`src/sv/cnte_pkg.sv`:
```
// shared types and constants for the child node table with timeout eviction
// no dependencies; imported by child_node_table_timeout_evict

package cnte_pkg;

    localparam int DEPTH = 16;
    localparam int IDX_W = $clog2(DEPTH);
    localparam int CNT_W = $clog2(DEPTH + 1);

    typedef enum logic [1:0] {
        CMD_TOUCH  = 2'd0,
        CMD_LOOKUP = 2'd1,
        CMD_CHECK  = 2'd2,
        CMD_SCAN   = 2'd3
    } t_cmd;

    typedef enum logic {
        REG_CAPACITY = 1'b0,
        REG_TIMEOUT  = 1'b1
    } t_reg;

    typedef enum logic [2:0] {
        S_IDLE   = 3'b001,
        S_WALK   = 3'b010,
        S_FINISH = 3'b100
    } t_state;

endpackage

```
`src/sv/child_node_table_timeout_evict.sv`:
```
// child node table: id lookup, touch with append or timeout eviction, check and scan
// one shared age subtract and compare unit walks the slots; depends on cnte_pkg
//
//   channel | handshake                   | payload
//   input   | i_in_valid / o_in_stall     | i_cmd i_node_id i_now_ms i_slot_index
//   output  | o_out_valid / i_out_stall   | o_slot o_ok o_online o_online_count o_online_bitmap
//   config  | i_cfg_we                    | i_cfg_index i_cfg_data
//
// scan walks every used slot, touch and look up walk up to a match or a free slot: one slot
// a cycle through the shared age unit, then a finish step; check reads only its given slot.
// one transaction at a time; o_in_stall is high from accept until the result is registered.
// a result waiting under i_out_stall holds the finish step, and a new transaction is
// accepted as soon as the result register is loaded.
// reset clears the online flags and the fill count at once; no clearing pass.

module child_node_table_timeout_evict
    import cnte_pkg::*;
(
    input  logic                i_clk,
    input  logic                i_rst_n,
    input  logic                i_in_valid,
    output logic                o_in_stall,
    input  logic [1:0]          i_cmd,
    input  logic [15:0]         i_node_id,
    input  logic [31:0]         i_now_ms,
    input  logic [3:0]          i_slot_index,
    output logic                o_out_valid,
    input  logic                i_out_stall,
    output logic [3:0]          o_slot,
    output logic                o_ok,
    output logic                o_online,
    output logic [4:0]          o_online_count,
    output logic [15:0]         o_online_bitmap,
    input  logic                i_cfg_we,
    input  logic                i_cfg_index,
    input  logic [31:0]         i_cfg_data
);

    t_state r_state;
    t_cmd   r_cmd;

    logic [15:0]      r_ids  [DEPTH];
    logic [31:0]      r_seen [DEPTH];
    logic [DEPTH-1:0] r_flags;
    logic [CNT_W-1:0] r_used;
    logic [4:0]       r_capacity;
    logic [31:0]      r_timeout;

    logic [15:0]      r_id;
    logic [31:0]      r_now;
    logic [CNT_W-1:0] r_idx;
    logic             r_best_ok;
    logic [IDX_W-1:0] r_best;
    logic [31:0]      r_best_age;

    logic [IDX_W-1:0] r_res_slot;
    logic             r_res_ok;
    logic             r_res_onl;
    logic [CNT_W-1:0] r_res_cnt;
    logic [DEPTH-1:0] r_res_bmp;

    logic             r_out_valid;
    logic [3:0]       r_out_slot;
    logic             r_out_ok;
    logic             r_out_onl;
    logic [4:0]       r_out_cnt;
    logic [15:0]      r_out_bmp;

    logic [IDX_W-1:0] w_ri;
    logic             w_in_use;
    logic [31:0]      w_age;
    logic             w_exp;
    logic             w_match;
    logic             w_better;
    logic [CNT_W-1:0] w_eff_cap;
    logic             w_bad;
    logic             w_wr_en;
    logic [IDX_W-1:0] w_wr_idx;
    logic             w_accept;
    logic             w_load;
    logic [DEPTH-1:0] w_used_mask;

    assign w_accept   = i_in_valid && !o_in_stall;
    assign o_in_stall = (r_state != S_IDLE);
    assign w_load     = (r_state == S_FINISH) && (!r_out_valid || !i_out_stall);

    // shared slot unit: one slot read, one age subtract, the id match and the two age compares
    assign w_ri     = r_idx[IDX_W-1:0];
    assign w_in_use = (r_idx < r_used);
    assign w_age    = r_now - r_seen[w_ri];
    assign w_exp    = !r_flags[w_ri] || (w_age > r_timeout);
    assign w_match  = w_in_use && (r_ids[w_ri] == r_id);
    assign w_better = !r_best_ok || (w_age > r_best_age);

    assign w_eff_cap = (CNT_W'(r_capacity) > CNT_W'(DEPTH)) ? CNT_W'(DEPTH)
                                                            : CNT_W'(r_capacity);
    assign w_bad     = (r_id == 16'd0) || ((r_cmd == CMD_TOUCH) && (w_eff_cap == '0));

    always_comb begin
        w_wr_en  = 1'b0;
        w_wr_idx = w_ri;
        if (r_state == S_WALK && r_cmd == CMD_TOUCH && !w_bad) begin
            if (w_match) begin
                w_wr_en = 1'b1;
            end else if (!w_in_use) begin
                if (r_used < w_eff_cap) begin
                    w_wr_en  = 1'b1;
                    w_wr_idx = r_used[IDX_W-1:0];
                end else if (r_best_ok) begin
                    w_wr_en  = 1'b1;
                    w_wr_idx = r_best;
                end
            end
        end
    end

    always_comb begin
        for (int k = 0; k < DEPTH; k++) begin
            w_used_mask[k] = (CNT_W'(k) < r_used);
        end
    end

    // table payload, only read below the fill count
    always_ff @(posedge i_clk) begin
        if (w_wr_en) begin
            r_ids[w_wr_idx]  <= r_id;
            r_seen[w_wr_idx] <= r_now;
        end
    end

    always_ff @(posedge i_clk) begin
        if (w_accept) begin
            r_cmd <= t_cmd'(i_cmd);
            r_id  <= i_node_id;
            r_now <= i_now_ms;
        end
    end

    always_ff @(posedge i_clk) begin
        if (!i_rst_n) begin
            r_state     <= S_IDLE;
            r_flags     <= '0;
            r_used      <= '0;
            r_capacity  <= 5'd16;
            r_timeout   <= '0;
            r_out_valid <= 1'b0;
            r_idx       <= '0;
            r_best_ok   <= 1'b0;
        end else begin
            if (i_cfg_we) begin
                unique case (t_reg'(i_cfg_index))
                    REG_CAPACITY: r_capacity <= i_cfg_data[4:0];
                    REG_TIMEOUT:  r_timeout  <= i_cfg_data;
                    default:      ;
                endcase
            end

            if (w_load) begin
                r_out_valid <= 1'b1;
            end else if (r_out_valid && !i_out_stall) begin
                r_out_valid <= 1'b0;
            end

            if (w_wr_en) begin
                r_flags[w_wr_idx] <= 1'b1;
                if (!w_match && !w_in_use && r_used < w_eff_cap) begin
                    r_used <= r_used + 1'b1;
                end
            end

            unique case (r_state)
                S_IDLE: begin
                    if (w_accept) begin
                        r_state    <= S_WALK;
                        r_idx      <= (t_cmd'(i_cmd) == CMD_CHECK) ? CNT_W'(i_slot_index) : '0;
                        r_best_ok  <= 1'b0;
                        r_res_slot <= '0;
                        r_res_ok   <= 1'b0;
                        r_res_onl  <= 1'b0;
                        r_res_cnt  <= '0;
                        r_res_bmp  <= '0;
                    end
                end
                S_WALK: begin
                    case (r_cmd) inside
                        CMD_TOUCH, CMD_LOOKUP: begin
                            if (w_bad) begin
                                r_state <= S_FINISH;
                            end else if (w_in_use && !w_match) begin
                                if (r_cmd == CMD_TOUCH && w_exp && w_better) begin
                                    r_best_ok  <= 1'b1;
                                    r_best     <= w_ri;
                                    r_best_age <= w_age;
                                end
                                r_idx <= r_idx + 1'b1;
                            end else begin
                                r_state <= S_FINISH;
                                if (w_match) begin
                                    r_res_ok   <= 1'b1;
                                    r_res_slot <= w_ri;
                                end else if (w_wr_en) begin
                                    r_res_ok   <= 1'b1;
                                    r_res_slot <= w_wr_idx;
                                end
                            end
                        end
                        CMD_CHECK: begin
                            r_state <= S_FINISH;
                            if (w_in_use) begin
                                if (w_exp) begin
                                    r_flags[w_ri] <= 1'b0;
                                end
                                r_res_onl <= !w_exp;
                            end
                        end
                        default: begin
                            if (w_in_use) begin
                                if (w_exp) begin
                                    r_flags[w_ri] <= 1'b0;
                                end else begin
                                    r_res_cnt       <= r_res_cnt + 1'b1;
                                    r_res_bmp[w_ri] <= 1'b1;
                                end
                                r_idx <= r_idx + 1'b1;
                            end else begin
                                r_state <= S_FINISH;
                            end
                        end
                    endcase
                end
                S_FINISH: begin
                    // wait for the previous result to leave before overwriting it
                    if (w_load) begin
                        r_state <= S_IDLE;
                    end
                end
                default: r_state <= S_IDLE;
            endcase
        end
    end

    always_ff @(posedge i_clk) begin
        if (w_load) begin
            r_out_slot <= 4'(r_res_slot);
            r_out_ok   <= r_res_ok;
            r_out_onl  <= r_res_onl;
            r_out_cnt  <= 5'(r_res_cnt);
            r_out_bmp  <= 16'(r_res_bmp);
        end
    end

    assign o_out_valid     = r_out_valid;
    assign o_slot          = r_out_slot;
    assign o_ok            = r_out_ok;
    assign o_online        = r_out_onl;
    assign o_online_count  = r_out_cnt;
    assign o_online_bitmap = r_out_bmp;

    a_used_bound: assert property (@(posedge i_clk) disable iff (!i_rst_n)
        r_used <= CNT_W'(DEPTH))
        else $error("fill count beyond table depth");

    a_flags_in_use: assert property (@(posedge i_clk) disable iff (!i_rst_n)
        (r_flags & ~w_used_mask) == '0)
        else $error("online flag set on a slot not in use");

    a_count_bitmap: assert property (@(posedge i_clk) disable iff (!i_rst_n)
        o_out_valid |-> (32'(o_online_count) == $countones(o_online_bitmap)))
        else $error("online count disagrees with bitmap");

    a_ok_exclusive: assert property (@(posedge i_clk) disable iff (!i_rst_n)
        (o_out_valid && (o_online || o_online_bitmap != '0)) |-> !o_ok)
        else $error("ok raised on check or scan result");

    a_accept_walk: assert property (@(posedge i_clk) disable iff (!i_rst_n)
        w_accept |=> (r_state == S_WALK))
        else $error("accepted transaction did not start the slot walk");

endmodule
```
`config.mk`:
```
export PLATFORM = sky130hd
export DESIGN_NAME = child_node_table_timeout_evict
export DESIGN_NICKNAME = d
export VERILOG_FILES = /design/src/sv/cnte_pkg.sv /design/src/sv/child_node_table_timeout_evict.sv
export SDC_FILE = /design/constraint.sdc
export NUM_CORES = 1
export LEC_CHECK = 0
export ABC_AREA = 1
export BUFFER_PORTS_ARGS = -buffer_cell sky130_fd_sc_hd__buf_4
export CAP_MARGIN = 20
export CORE_UTILIZATION = 50
export CTS_CLUSTER_DIAMETER = 60
export DETAILED_ROUTE_END_ITERATION = 16
export HOLD_SLACK_MARGIN = 0.06
export PLACE_DENSITY = 0.63
export SETUP_SLACK_MARGIN = 0.02
export SYNTH_ARGS = -nofsm -noshare
export SYNTH_HDL_FRONTEND = slang
export SYNTH_SLANG_ARGS = --single-unit
```
`constraint.sdc`:
```
create_clock -name i_clk -period 19.67 [get_ports i_clk]
set_clock_uncertainty 0.05 [all_clocks]
set_input_delay 2.9505 -clock i_clk [delete_from_list [all_inputs] [get_ports i_clk]]
set_output_delay 2.9505 -clock i_clk [all_outputs]
set_load 0.1 [all_outputs]
```
After elaboration in Yosys (flattened, before gate mapping). Memories as Yosys holds them, arrays and structs flattened. A register that Yosys moved wholly into a read port is not among the register bits. Index checks and enable logic that the tools add are counted.

Memory bits (writable): 768. Output and inout bits: 29. Bits of input ports: 92. Flip-flop bits (word level): 208. Word-level logic and storage cells: 196. Memories kept: 2.

Order comparisons: 9. Reductions and logical operators: 43. Mux-type cells: 82. Bitwise operators: 6. Add/sub/neg operators: 4. Eq/ne operators: 27.

Memory list: r_seen (words 16, bits a word 32, read ports 1, clocked after Yosys merged registers in 1, write ports 1, line child_node_table_timeout_evict.sv:43) `logic [31:0] r_seen [DEPTH];`; r_ids (words 16, bits a word 16, read ports 1, clocked after Yosys merged registers in 1, write ports 1, line child_node_table_timeout_evict.sv:42) `logic [15:0] r_ids [DEPTH];`.

Operators with widths (count): $mux 16 (11); $gt 32x32->1 (2); $mux 4 (16); $mux 5 (12); $or 16x16->16 (2); $pmux 16 s2 (1); $sub 32x32->32 (1); $mux 1 (25); $reduce_and 6->1 (4); $mux 3 (7); $pmux 5 s2 (2); $and 16x16->16 (1); $eq 16x16->1 (1); $logic_not 16->1 (1); $ne 2x2->1 const B (8); $not 16->16 (1); $add 5x1->5 const B (3); $logic_and 1x1->1 (14); $reduce_and 7->1 (2); $lt 4x5->1 const B (2); $lt 5x5->1 (2); $logic_not 1->1 (9); $ne 3x3->1 const B (3); $pmux 3 s3 (1); other kinds (24) (40).

Longest topological paths before layout. Gate-level depths: netlist of run 1.

Depth in word-level cells: 20. Mapped depth: 41. Depth with buffers taken out: 35.

Worst setup path after synthesis of run 1. OpenSTA, ideal clock, no wires.

Path kind: flip-flop to flip-flop. From: register with a tool-made name. To: register r_best[0], enable pin. Library setup time: 0.429 ns. Path slack: 12.834 ns. Buffers on the path: 7. Cell stages (with the launch flop): 34. Required time: 19.191 ns. Arrival: 6.357 ns. Cell sequence: dfxtp_1 > buf_6 > buf_6 > buf_2 > buf_2 > buf_2 > clkbuf_1 > buf_2 > nor2_1 > o221ai_1 > nand3_1 > nand2_1 > inv_1 > ha_1 > a21oi_1 > o21ai_0 > a21oi_1 > o21ai_0 > a21oi_1 > o21ai_0 > a21oi_1 > o21ai_0 > xor2_1 > ha_1 > nand2_1 > inv_1 > nand3_1 > nor4_1 > nand2_1 > nand2_1 > nand2_1 > nand2_1 > nand4_1 > nor2_1.

RTL lines: end signal, assigned (line child_node_table_timeout_evict.sv:192) `r_best <= w_ri;`; end, declared (line child_node_table_timeout_evict.sv:53) `logic [IDX_W-1:0] r_best;`.

==> results of run 1 <==
==> layout make-up <==
cell class,count,area [sq um],area share [%]
Multi-Input combinational cell,2197,11490,24.12
Inverter,351,1343,2.817
Timing Repair Buffer,158,1199,2.515
Clock buffer,128,2873,6.028
Tap cell,1134,1419,2.977
Sequential cell,980,28720,60.26
Clock inverter,66,610.6,1.281
==> cell families (layout without fill, tap and decap cells) <==
logic type / after synthesis / after routing / share of synthesized area (%)
buf+inv: 534 / 703 / 5.169
xor+xnor: 36 / 36 / 0.7456
compound gates: 727 / 727 / 10.09
simple gates: 1324 / 1324 / 12.84
fa+ha+maj: 110 / 110 / 3.272
flops: 980 / 980 / 67.88
==> through the flow <==
step / utilization (%) / setup slack (ns) / hold slack [ns] / power (uW) / instance area [sq um]
after floorplan: - / 12.83 / 0.3503 / 3037 / 42290
after global placement: 52.76 / 11.13 / 0.3546 / 3312 / 44150
after detailed placement: 52.78 / 10.84 / 0.3580 / 3326 / 44170
after CTS: 56.95 / 10.74 / 0.3730 / 5290 / 47660
after global routing: 56.95 / 9.878 / 0.3768 / 5491 / 47660
final: 56.95 / 10.64 / 0.3687 / 5267 / 47660
==> cells in the final DEF, fill, tap and decap left out, drive strengths merged, types with 2 or more instances in the layout <==
master and count:
nand3 229, a21o 2, a21oi 139, buf 158, o21a 10, a21boi 2, o22ai 40, inv 349
o2111ai 4, nor2 417, edfxtp 908, a211oi 3, nor3 16, nand4 24, o211ai 54, o221ai 90
ha 109, clkinvlp 7, clkinv 51, nor4 8, a31oi 7, dfxtp 72, xnor2 9, clkbuf 128
xor2 27, nand2 622, or2 6, bufinv 10, o21ai 367, o31ai 4
==> power by group <==
group	internal [uW]	leakage, uW	total (uW)	switching [uW]
logic	292	0.00710	893	600
registers	2330	0.00879	2400	64.8
clock network	1170	0.00171	1980	808
==> per-layer routing <==
layer / vias up / part of all wire (%) / track usage, %
li1: 13283 / - / -
met1: 13749 / 43 / 34.55
met2: 972 / 49 / 42.96
met3: 173 / 6.3 / 3.483
met4: 4 / 2.2 / 6.985
met5: - / 0.021 / 0
==> flip-flops by register name (all words and copies together), names as in the netlist, 2 cells and up, named ones only <==
| register | cells |
|---|---|
| r_idx | 5 |
| r_res_cnt | 5 |
| r_best | 4 |
| r_used | 5 |
| o_online_bitmap | 16 |
| r_cmd | 2 |
| r_id | 16 |
| r_ids | 256 |
| o_online_count | 5 |
| r_res_slot | 4 |
| r_res_bmp | 16 |
| r_state | 3 |
| r_best_age | 32 |
| o_slot | 4 |
| r_now | 32 |
| r_flags | 16 |
| r_capacity | 5 |
| r_timeout | 32 |
| r_seen | 512 |
==> worst paths after layout <==
check,slack [ns],to
worst max-delay path,10.64,r_best_age[25]
worst max register to register,10.64,r_best_age[25]
worst min-delay path,0.37,o_ok
worst min register to register,0.37,o_ok
==> impl_metrics.env, run 1 <==
export IMPL_status="finished clean"
export IMPL_chipHeight_um=292.8
export IMPL_syn_num_nets=3913
export IMPL_rows=106
export IMPL_maxSlewViolCount=0
export IMPL_antenna_found_initial=2
export IMPL_synthFlopType="edfxtp_1"
export IMPL_cts_root_buf="clkbuf_16"
export IMPL_maxCapViolCount=0
export IMPL_grt_pass1_vias=27415
export IMPL_slew_headroom_pct=22.46
export IMPL_ys_warn_count=0
export IMPL_crit_path_start_kind="flip-flop"
export IMPL_finalWirelength_mm=109.3
export IMPL_critical_path_depth=30
export IMPL_cts_made_buffers=104
export IMPL_finalWeightedCongestion=0.9314
export IMPL_placed_cells=4820
export IMPL_port_buffers=120
export IMPL_pwr_density_cell_nw_per_um2=110.5
export IMPL_hold_viol=0
export IMPL_setup_tns_ns=0
export IMPL_holdCritStartpoint="r_res_ok"
export IMPL_design_die_area_sq_um=85750
export IMPL_reg2regPathDepth=30
export IMPL_synth_most_common_cell="edfxtp_1"
export IMPL_cts_buffer_depth=3
export IMPL_cts_hold_fix_buffers=0
export IMPL_ys_seq_area_share_pct=67.88
export IMPL_ys_seq_elements=980
export IMPL_crit_type="flip-flop to flip-flop"
export IMPL_p_leak_uw=0.01759
export IMPL_first_iter_violations=2763
export IMPL_vias_per_cell=5.620
export IMPL_final_layout_size_suffix_gt1_share_pct=9.536
export IMPL_post_cts_buffers=0
export IMPL_hold_path_class="flip-flop to flip-flop"
export IMPL_postRouteAntennaNets=0
export IMPL_grt_pass1_wl_mm=164.7
export IMPL_grt_overflow=0
export IMPL_area_delta_synth_final_pct=12.69
export IMPL_die_x_um=292.8
export IMPL_fillers=6895
export IMPL_cts_tree="built"
export IMPL_slowest_delay_ns=0.86
export IMPL_drtPass1Iterations=7
export IMPL_synth_top_area_share_pct=64.48
export IMPL_synth_edf_count=908
export IMPL_num_io_pins=121
export IMPL_post_dp_hpwl_mm=59.51
export IMPL_critPathMaxFanout=196
export IMPL_cts_sinks=980
export IMPL_crit_path_top_delay_cell="buf_4"
export IMPL_rsz0062_at_grt="no"
export IMPL_crit_arrival_ns=9.24
export IMPL_fin_crit_sh_pct=45.89
export IMPL_syn_avg_cell_area_sq_um=11.40
export IMPL_min_delay_path_depth=0
export IMPL_yosys_top_cells_count="edfxtp_1 (908), nand2_1 (621), nor2_1 (416)"
export IMPL_required_ns=19.88
export IMPL_initial_utilization_pct=50.53
export IMPL_synthDistinctLibCells=48
export IMPL_fin_nets=3994
export IMPL_htree_num_levels=3
export IMPL_synthCells=3711
export IMPL_core_sq_um=83690
export IMPL_setup_viol=0
export IMPL_end_kind="flip-flop"
export IMPL_syn_area_sq_um=42290
export IMPL_final_cells=5014
export IMPL_finalCriticalPeriod_ns=9.027
export IMPL_diodes=0
export IMPL_grt_max_degree=197
export IMPL_drcViolationCount=0
export IMPL_timing_fmax_mhz=110.8
export IMPL_synth_largest_area_cell="edfxtp_1"
export IMPL_synth_area_top_cells="edfxtp_1 (64%), nand2_1 (5.5%), o21ai_0 (4.2%)"
export IMPL_insertion_delay_ns=0.67
export IMPL_gr_usage_all_layers_pct=25.45
export IMPL_path_delay_family="simple AND/OR/NAND/NOR gates"
export IMPL_path_buf_inv=5
export IMPL_wl_per_cell_um=21.79
export IMPL_async_flop_share_pct=0
export IMPL_worst_pin_slew_ns=1.163
export IMPL_cp_common_cell="nand2_1"
export IMPL_cts_resized=0
export IMPL_vias=28181
export IMPL_path_clk_slew_ns=0.06
export IMPL_peakVddDrop_v=0.00007511
Power figures use the tool's default switching activity.
==> inputs of run 2 (changes only) <==
Settings changed: PLACE_DENSITY 0.63 to 0.66.
Clock period 19.67 ns to 7.3 ns, I/O delays scaled along.
==> run 2 against run 1 <==
Compared with the run above:
- final area increased by 0.55%
- via count grew 1.5%
- global-route usage grew 0.076 points
- wire length is 0.36% higher
- non-clock buffer count up 33
- maximum frequency is 38% higher
- critical endpoint is now r_best_age[13]
- largest power group unchanged
==> impl_metrics.env, run 2 (synthesis gave the netlist of run 1 again) <==
export IMPL_port_buffers=120
export IMPL_chipHeight_um=292.8
export IMPL_vias=28591
export IMPL_slew_headroom_pct=34.66
export IMPL_maxSlewViolCount=0
export IMPL_pwr_density_cell_nw_per_um2=289.6
export IMPL_worst_pin_slew_ns=0.9790
export IMPL_cts_root_buf="clkbuf_16"
export IMPL_crit_type="flip-flop to flip-flop"
export IMPL_timing_fmax_mhz=152.4
export IMPL_fillers=6904
export IMPL_htree_num_levels=3
export IMPL_final_cells=5045
export IMPL_crit_path_top_delay_cell="dfxtp_4"
export IMPL_largest_register_ffs=512
export IMPL_setup_tns_ns=0
export IMPL_grt_max_degree=128
export IMPL_cp_common_cell="nand2_1"
export IMPL_setup_viol=0
export IMPL_cts_hold_fix_buffers=0
export IMPL_rows=106
export IMPL_antenna_found_initial=0
export IMPL_wl_per_cell_um=21.73
export IMPL_grt_overflow=0
export IMPL_core_sq_um=83690
export IMPL_path_clk_slew_ns=0.06
export IMPL_placed_cells=4853
export IMPL_hold_viol=0
export IMPL_critPathMaxFanout=127
export IMPL_required_ns=7.62
export IMPL_status="finished clean"
export IMPL_finalWeightedCongestion=0.9549
export IMPL_design_die_area_sq_um=85750
export IMPL_finalWirelength_mm=109.6
export IMPL_finalCriticalPeriod_ns=6.563
export IMPL_cts_made_buffers=103
export IMPL_top_regs="r_seen (512), r_ids (256)"
export IMPL_final_layout_size_suffix_gt1_share_pct=9.921
export IMPL_cts_tree="built"
export IMPL_area_delta_synth_final_pct=13.31
export IMPL_maxCapViolCount=0
export IMPL_post_dp_hpwl_mm=63.64
export IMPL_vias_per_cell=5.667
export IMPL_setup_ws_ns=0.7370
export IMPL_fin_crit_sh_pct=89.90
export IMPL_post_place_ws_ns=0.8542
export IMPL_drcViolationCount=0
export IMPL_whs_ns=0.3749
export IMPL_initial_utilization_pct=50.53
export IMPL_post_cts_buffers=0
export IMPL_final_common_cell="edfxtp_1"
export IMPL_layout_common_cells="edfxtp_1 (908), nand2_1 (621), nor2_1 (403), o21ai_0 (359), inv_1 (339)"
export IMPL_fin_util_pct=57.26
export IMPL_cts_sinks=980
export IMPL_cts_resized=0
export IMPL_grt_pass1_wl_mm=166.3
export IMPL_crit_path_start_kind="flip-flop"
export IMPL_insertion_delay_ns=0.67
export IMPL_diodes=0
export IMPL_die_x_um=292.8
export IMPL_top_register="r_seen"
export IMPL_hold_path_class="flip-flop to flip-flop"
export IMPL_crit_arrival_ns=6.88
export IMPL_peakVddDrop_v=0.0002154
export IMPL_end_kind="flip-flop"
export IMPL_first_iter_violations=2732
export IMPL_fin_nets=4026
export IMPL_drtPass1Iterations=5
export IMPL_postRouteAntennaNets=0
export IMPL_rsz0062_at_grt="no"
export IMPL_cts_buffer_depth=3
export IMPL_slowest_delay_ns=0.55
export IMPL_num_io_pins=121
export IMPL_gr_usage_all_layers_pct=25.52
export IMPL_p_leak_uw=0.01771
export IMPL_grt_pass1_vias=27874
run 2: final cells by class:
cell class,count,area (sq um),share of cell area (%)
sequential,980,28720,59.94
multi-input combinational,2197,11490,23.99
clock buffer,126,2739,5.716
timing repair buffer,191,1734,3.619
tap,1134,1419,2.961
inverter,351,1343,2.802
clock inverter,66,469.2,0.9792
run 2: path summary, 6_finish.rpt:
path	from	to	slack, ns	cells after the start
min	r_res_slot[2]	o_slot[2]	0.37	0
max	flip-flop	r_best_age[13]	0.74	28
max reg2reg	flip-flop	r_best_age[13]	0.74	28
min reg2reg	r_res_slot[2]	o_slot[2]	0.37	0
run 2: through the flow:
step	total power [uW]	area, sq um
after floorplan	8184	42290
after global placement	8991	44710
after detailed placement	9002	44710
after CTS	13920	47920
after global routing	14460	47920
final	13880	47920
run 2: worst max-delay path: cells and delay by family (launching register included):
| kind | cells | cell delay [ns] |
|---|---|---|
| AO/OA/AOI/OAI | 9 | 1.89 |
| adder cells (fa/ha/maj) | 3 | 0.65 |
| XOR/XNOR | 1 | 0.34 |
| AND/OR/NAND/NOR | 10 | 1.65 |
| buffers and inverters | 5 | 1.05 |
| flip-flops | 1 | 0.55 |
run 2: per-layer routing:
| metal | global-route usage, % | share of wire [%] | wire length (um) |
|---|---|---|---|
| met2 | 42.98 | 49 | 53890 |
| met4 | 6.576 | 2.3 | 2561 |
| met3 | 3.748 | 6.8 | 7440 |
| met1 | 34.75 | 42 | 45750 |
| met5 | 0 | 0 | 0 |
run 2: power by group:
group / switching [uW] / leakage [uW] / internal [uW]
Sequential: 145 / 0.00879 / 6290
Clock: 2180 / 0.00158 / 2790
Combinational: 1670 / 0.00733 / 811
